--- config.mk ---
export PLATFORM = sky130hd
export DESIGN_NAME = cfc_parser
export DESIGN_NICKNAME = d
export VERILOG_FILES = /design/src/cfc_pkg.sv /design/src/cfc_parser.sv
export SDC_FILE = /design/constraint.sdc
export NUM_CORES = 1
export LEC_CHECK = 0
export BUFFER_PORTS_ARGS = -buffer_cell sky130_fd_sc_hd__buf_2
export CELL_PAD_IN_SITES_DETAIL_PLACEMENT = 1
export CELL_PAD_IN_SITES_GLOBAL_PLACEMENT = 1
export CORE_MARGIN = 4
export CORE_UTILIZATION = 36
export CTS_CLUSTER_DIAMETER = 150
export DETAILED_ROUTE_END_ITERATION = 10
export PLACE_DENSITY = 0.86
export SYNTH_ARGS = -nofsm -noshare
export SYNTH_HDL_FRONTEND = slang
export SYNTH_SLANG_ARGS = --single-unit
--- constraint.sdc ---
create_clock -name clock -period 4.62 [get_ports clock]
set_input_delay 0.462 -clock clock [delete_from_list [all_inputs] [get_ports clock]]
set_output_delay 0.462 -clock clock [all_outputs]
set_load 0.1 [all_outputs]
--- src/cfc_pkg.sv ---
`timescale 1ns / 1ps

package cfc_pkg;

   // Default number of device id bytes that are compared
   localparam int ID_BYTES = 15;

   // Frame layout
   localparam logic [8:0] POS_ID_FIRST = 9'd1;
   localparam logic [8:0] POS_FOLLOW   = 9'd18;
   localparam logic [8:0] POS_CMD_HI   = 9'd26;
   localparam logic [8:0] POS_CMD_LO   = 9'd27;
   localparam logic [8:0] POS_LEN_LO   = 9'd28;
   localparam logic [8:0] POS_LEN_HI   = 9'd29;
   localparam logic [8:0] HEADER_BYTES = 9'd30;
   localparam logic [16:0] FRAME_OVERHEAD = 17'd33;
   localparam logic [15:0] LEN_MAX_PASSED = 16'd478;

   // CRC-16/MODBUS
   localparam logic [15:0] CRC_POLY = 16'hA001;
   localparam logic [15:0] CRC_INIT = 16'hFFFF;

   // Configuration register indexes
   localparam logic [1:0] CSR_ID_LOW  = 2'd0;
   localparam logic [1:0] CSR_ID_HIGH = 2'd1;
   localparam logic [1:0] CSR_MAX_LEN = 2'd2;

   localparam logic [8:0] MAX_LEN_RESET = 9'd300;

   typedef enum logic {
      KIND_PAYLOAD = 1'b0,
      KIND_STATUS  = 1'b1
   } kind_type;

   typedef enum logic [1:0] {
      ST_OK          = 2'd0,
      ST_CRC_ERR     = 2'd1,
      ST_ID_MISMATCH = 2'd2,
      ST_TOO_LONG    = 2'd3
   } status_type;

   typedef struct packed {
      logic [7:0] in_byte;
      logic       frame_start;
      logic       network_link;
   } item_type;

   typedef struct packed {
      kind_type    result_kind;
      logic [7:0]  payload_byte;
      logic [8:0]  payload_index;
      status_type  frame_status;
      logic [15:0] command_code;
      logic        follow_on;
      logic [15:0] payload_length;
   } result_type;

   // One byte of the reflected CRC, unrolled over eight bits
   function automatic logic [15:0] crc_byte(input logic [15:0] crc, input logic [7:0] b);
      logic [15:0] c;
      c = crc ^ {8'h00, b};
      for (int k = 0; k < 8; k++) begin
         if (c[0]) begin
            c = (c >> 1) ^ CRC_POLY;
         end else begin
            c = c >> 1;
         end
      end
      return c;
   endfunction

endpackage

--- src/cfc_parser.sv ---
`timescale 1ns / 1ps

module cfc_parser #(
   parameter int ID_BYTES = cfc_pkg::ID_BYTES
) (
   input  logic                    clock,
   input  logic                    reset,
   input  logic                    item_en,
   input  cfc_pkg::item_type       item,
   input  logic [ID_BYTES*8-1:0]   id_bytes,
   input  logic [8:0]              max_total,
   output logic                    res_valid,
   output cfc_pkg::result_type     res
);

   localparam int IDX_W = (ID_BYTES > 1) ? $clog2(ID_BYTES) : 1;

   logic        active_ff, active_in;
   logic [8:0]  pos_ff, pos_in;
   logic [15:0] crc_ff, crc_in;
   logic        id_ok_ff, id_ok_in;
   logic [15:0] len_ff, len_in;
   logic [15:0] cmd_ff, cmd_in;
   logic        follow_ff, follow_in;
   logic [15:0] rx_crc_ff, rx_crc_in;

   logic        active;
   logic [8:0]  cur_pos;
   logic [15:0] cur_crc;
   logic        cur_id_ok;
   logic [15:0] cur_len;
   logic [15:0] cur_cmd;
   logic        cur_follow;
   logic [15:0] cur_rx_crc;
   logic [7:0]  b;
   logic [16:0] pos_wide;
   logic [16:0] body_end;
   logic        in_body;
   logic [IDX_W-1:0] id_sel;

   // Parse one byte: start flag restarts from the reset values
   always_comb begin
      active     = item.frame_start | active_ff;
      cur_pos    = item.frame_start ? 9'd0 : pos_ff;
      cur_crc    = item.frame_start ? cfc_pkg::CRC_INIT : crc_ff;
      cur_id_ok  = item.frame_start ? 1'b1 : id_ok_ff;
      cur_len    = item.frame_start ? 16'd0 : len_ff;
      cur_cmd    = item.frame_start ? 16'd0 : cmd_ff;
      cur_follow = item.frame_start ? 1'b0 : follow_ff;
      cur_rx_crc = item.frame_start ? 16'd0 : rx_crc_ff;
      b          = item.in_byte;

      pos_wide = {8'h00, cur_pos};
      body_end = {1'b0, cur_len} + {8'h00, cfc_pkg::HEADER_BYTES};
      in_body  = pos_wide < body_end;
      crc_in   = in_body ? cfc_pkg::crc_byte(cur_crc, b) : cur_crc;

      // device id compare over bytes 1..ID_BYTES
      id_sel   = IDX_W'(cur_pos - cfc_pkg::POS_ID_FIRST);
      id_ok_in = cur_id_ok;
      if (cur_pos >= cfc_pkg::POS_ID_FIRST && cur_pos <= 9'(ID_BYTES)) begin
         if (b != id_bytes[id_sel*8 +: 8]) begin
            id_ok_in = 1'b0;
         end
      end

      follow_in = cur_follow;
      cmd_in    = cur_cmd;
      len_in    = cur_len;
      rx_crc_in = cur_rx_crc;
      active_in = active;
      pos_in    = cur_pos + 9'd1;

      res_valid           = 1'b0;
      res.result_kind     = cfc_pkg::KIND_PAYLOAD;
      res.payload_byte    = 8'h00;
      res.payload_index   = 9'd0;
      res.frame_status    = cfc_pkg::ST_OK;

      if (cur_pos == cfc_pkg::POS_FOLLOW) begin
         follow_in = b[4];
      end else if (cur_pos == cfc_pkg::POS_CMD_HI) begin
         cmd_in = {b, 8'h00};
      end else if (cur_pos == cfc_pkg::POS_CMD_LO) begin
         cmd_in = {cur_cmd[15:8], b};
      end else if (cur_pos == cfc_pkg::POS_LEN_LO) begin
         len_in = {8'h00, b};
      end else if (cur_pos == cfc_pkg::POS_LEN_HI) begin
         len_in = {b, cur_len[7:0]};
         // total length formed at full width
         if (({1'b0, len_in} + cfc_pkg::FRAME_OVERHEAD) > {8'h00, max_total}) begin
            res_valid        = 1'b1;
            res.result_kind  = cfc_pkg::KIND_STATUS;
            res.frame_status = cfc_pkg::ST_TOO_LONG;
            active_in        = 1'b0;
         end
      end else if (cur_pos >= cfc_pkg::HEADER_BYTES) begin
         if (in_body) begin
            res_valid         = 1'b1;
            res.payload_byte  = b;
            res.payload_index = cur_pos - cfc_pkg::HEADER_BYTES;
         end else if (pos_wide == body_end) begin
            rx_crc_in = {8'h00, b};
         end else if (pos_wide == body_end + 17'd1) begin
            rx_crc_in = {b, cur_rx_crc[7:0]};
         end else begin
            // end byte: crc first, then id on the network link
            res_valid       = 1'b1;
            res.result_kind = cfc_pkg::KIND_STATUS;
            if (cur_rx_crc != cur_crc) begin
               res.frame_status = cfc_pkg::ST_CRC_ERR;
            end else if (item.network_link && !cur_id_ok) begin
               res.frame_status = cfc_pkg::ST_ID_MISMATCH;
            end
            active_in = 1'b0;
         end
      end

      res.command_code   = cmd_in;
      res.follow_on      = follow_in;
      res.payload_length = len_in;

      if (!active) begin
         res_valid = 1'b0;
      end
   end

   // Frame state
   always_ff @(posedge clock) begin
      if (reset) begin
         active_ff <= 1'b0;
         pos_ff    <= 9'd0;
         crc_ff    <= cfc_pkg::CRC_INIT;
         id_ok_ff  <= 1'b1;
         len_ff    <= 16'd0;
         cmd_ff    <= 16'd0;
         follow_ff <= 1'b0;
         rx_crc_ff <= 16'd0;
      end else if (item_en && active) begin
         active_ff <= active_in;
         pos_ff    <= pos_in;
         crc_ff    <= crc_in;
         id_ok_ff  <= id_ok_in;
         len_ff    <= len_in;
         cmd_ff    <= cmd_in;
         follow_ff <= follow_in;
         rx_crc_ff <= rx_crc_in;
      end
   end

   // A status result always closes the frame
   a_status_closes: assert property (@(posedge clock) disable iff (reset)
      item_en && res_valid && res.result_kind == cfc_pkg::KIND_STATUS |=> !active_ff)
      else $error("frame still active after status");

   // Past the header, the length has passed the total length check
   a_len_bounded: assert property (@(posedge clock) disable iff (reset)
      active_ff && pos_ff >= cfc_pkg::HEADER_BYTES |-> len_ff <= cfc_pkg::LEN_MAX_PASSED)
      else $error("payload length beyond any total length limit");

endmodule
======== Yosys cells after proc, flatten, opt, wreduce, memory -nomap -nowiden ========
Cells that the tools add are included.
storage, ports and cells
  output and inout bits ................... 54
  input bits .............................. 142
  word-level logic and storage cells ...... 116
  register bits after elaboration ......... 76
cells by class
  reductions and logical operators ........ 4
  order comparisons ....................... 5
  equal/unequal tests ..................... 9
  muxes and demuxes ....................... 73
  bitwise operators ....................... 10
  $add $sub $neg .......................... 6
  shift operators ......................... 1
operators by type and width
  operator                                                               number
  16-bit 2-to-1 mux                                                      29
  120-bit by 8-bit variable part select with 8-bit output                1
  20-bit 2-to-1 mux                                                      5
  9-bit by 5-bit equality test with 1-bit output, second input constant  5
  9-bit by 17-bit equality test with 1-bit output                        2
  17-bit 2-to-1 mux                                                      2
  1-bit 2-to-1 mux                                                       28
  2-bit inverter with 3-bit output                                       8
  16-bit by 5-bit adder with 17-bit output, second input constant        1
  16-bit by 6-bit adder with 17-bit output, second input constant        1
  17-bit by 1-bit adder with 17-bit output, second input constant        1
  17-bit by 9-bit > comparator with 1-bit output                         1
  9-bit by 17-bit less-than comparator with 1-bit output                 1
  16-bit != test                                                         1
  16-bit by 8-bit bitwise XOR with 16-bit output                         1
  2-bit 2-to-1 mux                                                       7
  9-bit by 1-bit adder with 9-bit output, second input constant          1
  9-bit by 1-bit >= comparator with 1-bit output, second input constant  1
  9-bit by 5-bit >= comparator with 1-bit output, second input constant  1
  9-bit by 4-bit <= comparator with 1-bit output, second input constant  1
  9-bit 2-to-1 mux                                                       1
  9-bit by 5-bit subtractor with 9-bit output, second input constant     1
  8-bit 2-to-1 mux                                                       1
  8-bit != test                                                          1
  other kinds (4)                                                        6

======== Logic depth before layout (Yosys ltp) ========
  word-level depth ........................ 19
  mapped depth ............................ 20

======== Least setup slack after synthesis ========
OpenSTA, ideal clock, no wires.
  kind .................................... input -> output
  from .................................... in item[1] (netlist name)
  to ...................................... out res[40] (netlist name)
  path slack .............................. -1,329 ps
  buffers on the path ..................... 5
  arrival ................................. 5,487 ps
  stages on the path ...................... 18
  path through ............................ clkbuf_1 > inv_1 > clkbuf_1 > clkbuf_1 > buf_1 > nand2_1 > ha_1 > buf_2 > and2_1 > a221oi_1 > or2_2 > ha_1 > a21o_1 > a21oi_1 > o21ai_0 > nand2_1 > nand3_1 > a21oi_1
RTL lines
  what         line              RTL
  from (decl)  cfc_parser.sv:9   input cfc_pkg::item_type item,
  to (decl)    cfc_parser.sv:13  output cfc_pkg::result_type res

==> results.cfg <==
[synthesis]
netlist_area_um2 = 7615
syn_area_per_cell_um2 = 7.707
synth_edf_count = 0
async_reset_ff_frac = 0
ys_ff_latch = 76
syn_inst = 988
ys_types = 80
synth_fa_ha_area_frac = 0.04765
ys_warn_count = 0
yosysSeqAreaShare = 0.1998
synth_nets = 1159
synth-xor-area-share = 0.1066
synth-compound-area-share = 0.1990
muxShareOfSynthArea = 0.1149
yosys.area_share.simple = 0.2736
ys.flop_type = dfxtp_1
synth_top_family_by_area = simple AND/OR/NAND/NOR gates

[clocking]
clk_pin_slew_ns = 0.06
cts_hold_buf = 0
clock-sinks = 76
clkLatencyLatePin_ns = 0.36
cts-root-buf = clkbuf_16
cts_max_level = 3
cts_tree = built
numCtsBuffers = 9
cts.path.max_buffers = 2

[worst_setup_path]
critPathArrivalTime_ns = 4.02
worst_ep_required_time_ns = 4.16
cp_max_fo = 15
cp-start-kind = flip-flop
crit_chain = or4_1 -> a21oi_1 -> or2_2 -> inv_1 -> ha_1 -> nand3_1 -> o21bai_1 -> o21ai_4 -> buf_4 -> nand3_4 -> o41ai_2 -> and2_4 -> buf_12
worst_path_max_delay_cell = or4_1
cpPeakStageDelay_ns = 0.60
end_kind = primary output
critical_path_class = reg -> out

[finish]
nNetsFinal = 1324
antennaDiodeCount = 0
utilization = 0.4933
finalNonFillerCells = 1428
drive_gt1_frac = 0.3014
area_growth_pct = 32.76

[floorplan]
initial_core_util = 0.3716
placementRows = 52
die_x_um = 153.4
die-area_um2 = 23540
die_h_um = 153.4
io-pin-count = 196
core_um2 = 20490

[detailed_routing]
firstDrtPassIters = 4
ant_nets = 0
drt_wl_total_um = 31390
vias = 8500
wl_per_cell_um = 21.98
drc = 0
routed_via_density = 5.952
drt_iter0_drc = 590

[timing]
fmax_mhz = 223.2
post-route-min-period_ns = 4.480
finalSetupTns_ns = 0
finClkSkew_ns = 0.01359
holdWs_ns = 0.4652
maxSlewViolCount = 0
relSlewSlack = 0.3251
finalSetupViolCount = 0
tightestPinTransition_ns = 1.012
hold_viol = 0
rsz0062_at_grt = yes
finalCritPeriodShare = 0.9696

[place]
dpl.hpwl_um = 23950
place_congestion = 0.9661
port_buffers = 195
placed_cells = 1405

[global_route]
grt_pass1_wl_um = 49070
track_usage = 0.2578
grt_max_degree = 36
antenna_found_initial = 0
grt_pass1_vias = 8996
overflow = 0

[power_and_ir_drop]
ir_drop_mv = 0.1339
power_uw = 1931
cellPowerDensity_nw_per_um2 = 191.0
cellLeakagePower_uw = 0.003947

[worst_hold_path]
hp-class = reg -> reg

[job]
cap_violations = 0

[outcome]
outcome = completed
-- repair_timing --
item | 4_1_cts | 5_1_grt
pin swaps | 0 | 4
cloned | 0 | 0
buffers inserted | 0 | 7
endpoints found under the setup margin | 3 | 21
gates resized for setup | 1 | 15
-- kinds of logic (layout without fill, tap and decap cells) --
logic type | count (synthesis) | in the layout
AOI/OAI and AO/OA | 211 | 211
xor gates and xnor gates | 91 | 91
adders and majority gates | 29 | 29
buffers and inverters | 112 | 282
DFF | 76 | 76
muxes | 57 | 57
and+or+nand+nor | 412 | 412
-- critical path, delay by kind of cell, from the launching register on --
kind / cells / cell delay (ns)
AND/OR/NAND/NOR: 5 / 1.26
flip-flops: 1 / 0.53
buffers and inverters: 3 / 0.40
adder cells (fa/ha/maj): 1 / 0.29
AO/OA/AOI/OAI: 4 / 1.18
-- layer usage --
layer	wire length (um)	share of wire	up-vias	track usage
li1	-	-	3898	-
met1	12740	0.41	4204	0.3155
met2	15740	0.50	342	0.4601
met3	2061	0.066	56	0.05033
met4	846	0.027	0	0.07317
met5	0	0	-	0
-- final timing paths --
| path | from | to | slack [ns] | cells past startpoint |
|---|---|---|---|---|
| hold / removal | cmd_ff[7] | cmd_ff[7] | 0.47 | 2 |
| setup reg to reg | len_ff[4] | rx_crc_ff[11] | 0.74 | 13 |
| hold reg to reg | cmd_ff[7] | cmd_ff[7] | 0.47 | 2 |
| setup / recovery | len_ff[4] | res[34] | 0.14 | 13 |
-- cells in the mapped netlist, types with 18 or more instances --
cell type  count  area, um^2
nand4_1       19       118.9
nor2_1        97       364.1
mux2i_1       30       300.3
clkbuf_1      53       198.9
o21ai_0       33       165.2
mux4_2        24       540.5
xnor2_1       59       516.8
a21oi_1       44       220.2
xor2_1        31       271.5
dfxtp_1       76        1521
nand3_1       31       155.2
inv_1         34       127.6
a22o_1        18       157.7
nand2_1      119       446.7
nor3_1        38       190.2
ha_1          29       362.9
-- sequential cells by signal, indices dropped and copies added (netlist names) --
signal and flops:
follow_ff 1, len_ff 16, active_ff 1, id_ok_ff 1, crc_ff 16, rx_crc_ff 16, pos_ff 9, cmd_ff 16
-- power by group --
group	total, uW	switching [uW]	internal, uW
sequential	701	22.7	678
combinational	494	287	207
clock	737	315	421
total	1930	624	1310
-- layout make-up --
| type | count | area, um^2 |
|---|---|---|
| inverters | 35 | 131.4 |
| fillers | 2470 | 10390 |
| well taps | 270 | 337.8 |
| clock inverters | 5 | 60.06 |
| flip-flops and latches | 76 | 1528 |
| repair buffers | 231 | 1922 |
| clock buffers | 11 | 232.7 |
| multi-input cells | 800 | 5898 |
-- through the flow --
stage,worst slack [ns],cell area (um^2)
2_1_floorplan,-0.2928,7764
3_3_place_gp,0.2456,9689
3_5_place_dp,0.1211,9689
4_1_cts,0.05238,9983
5_1_grt,-0.05487,10110
6_report,0.1403,10110
-- cell usage in the layout (no fill, tap or decap), types with 28 or more instances in the layout --
master | netlist | layout
buf_2 | 8 | 150
nand2_1 | 119 | 118
nor2_1 | 97 | 89
dfxtp_1 | 76 | 71
xnor2_1 | 59 | 59
buf_12 | 0 | 45
a21oi_1 | 44 | 40
nor3_1 | 38 | 36
buf_4 | 2 | 36
inv_1 | 34 | 34
o21ai_0 | 33 | 31
nand3_1 | 31 | 30
xor2_1 | 31 | 30
mux2i_1 | 30 | 29
ha_1 | 29 | 28
Note: power is estimated with default switching activity, not from simulation.
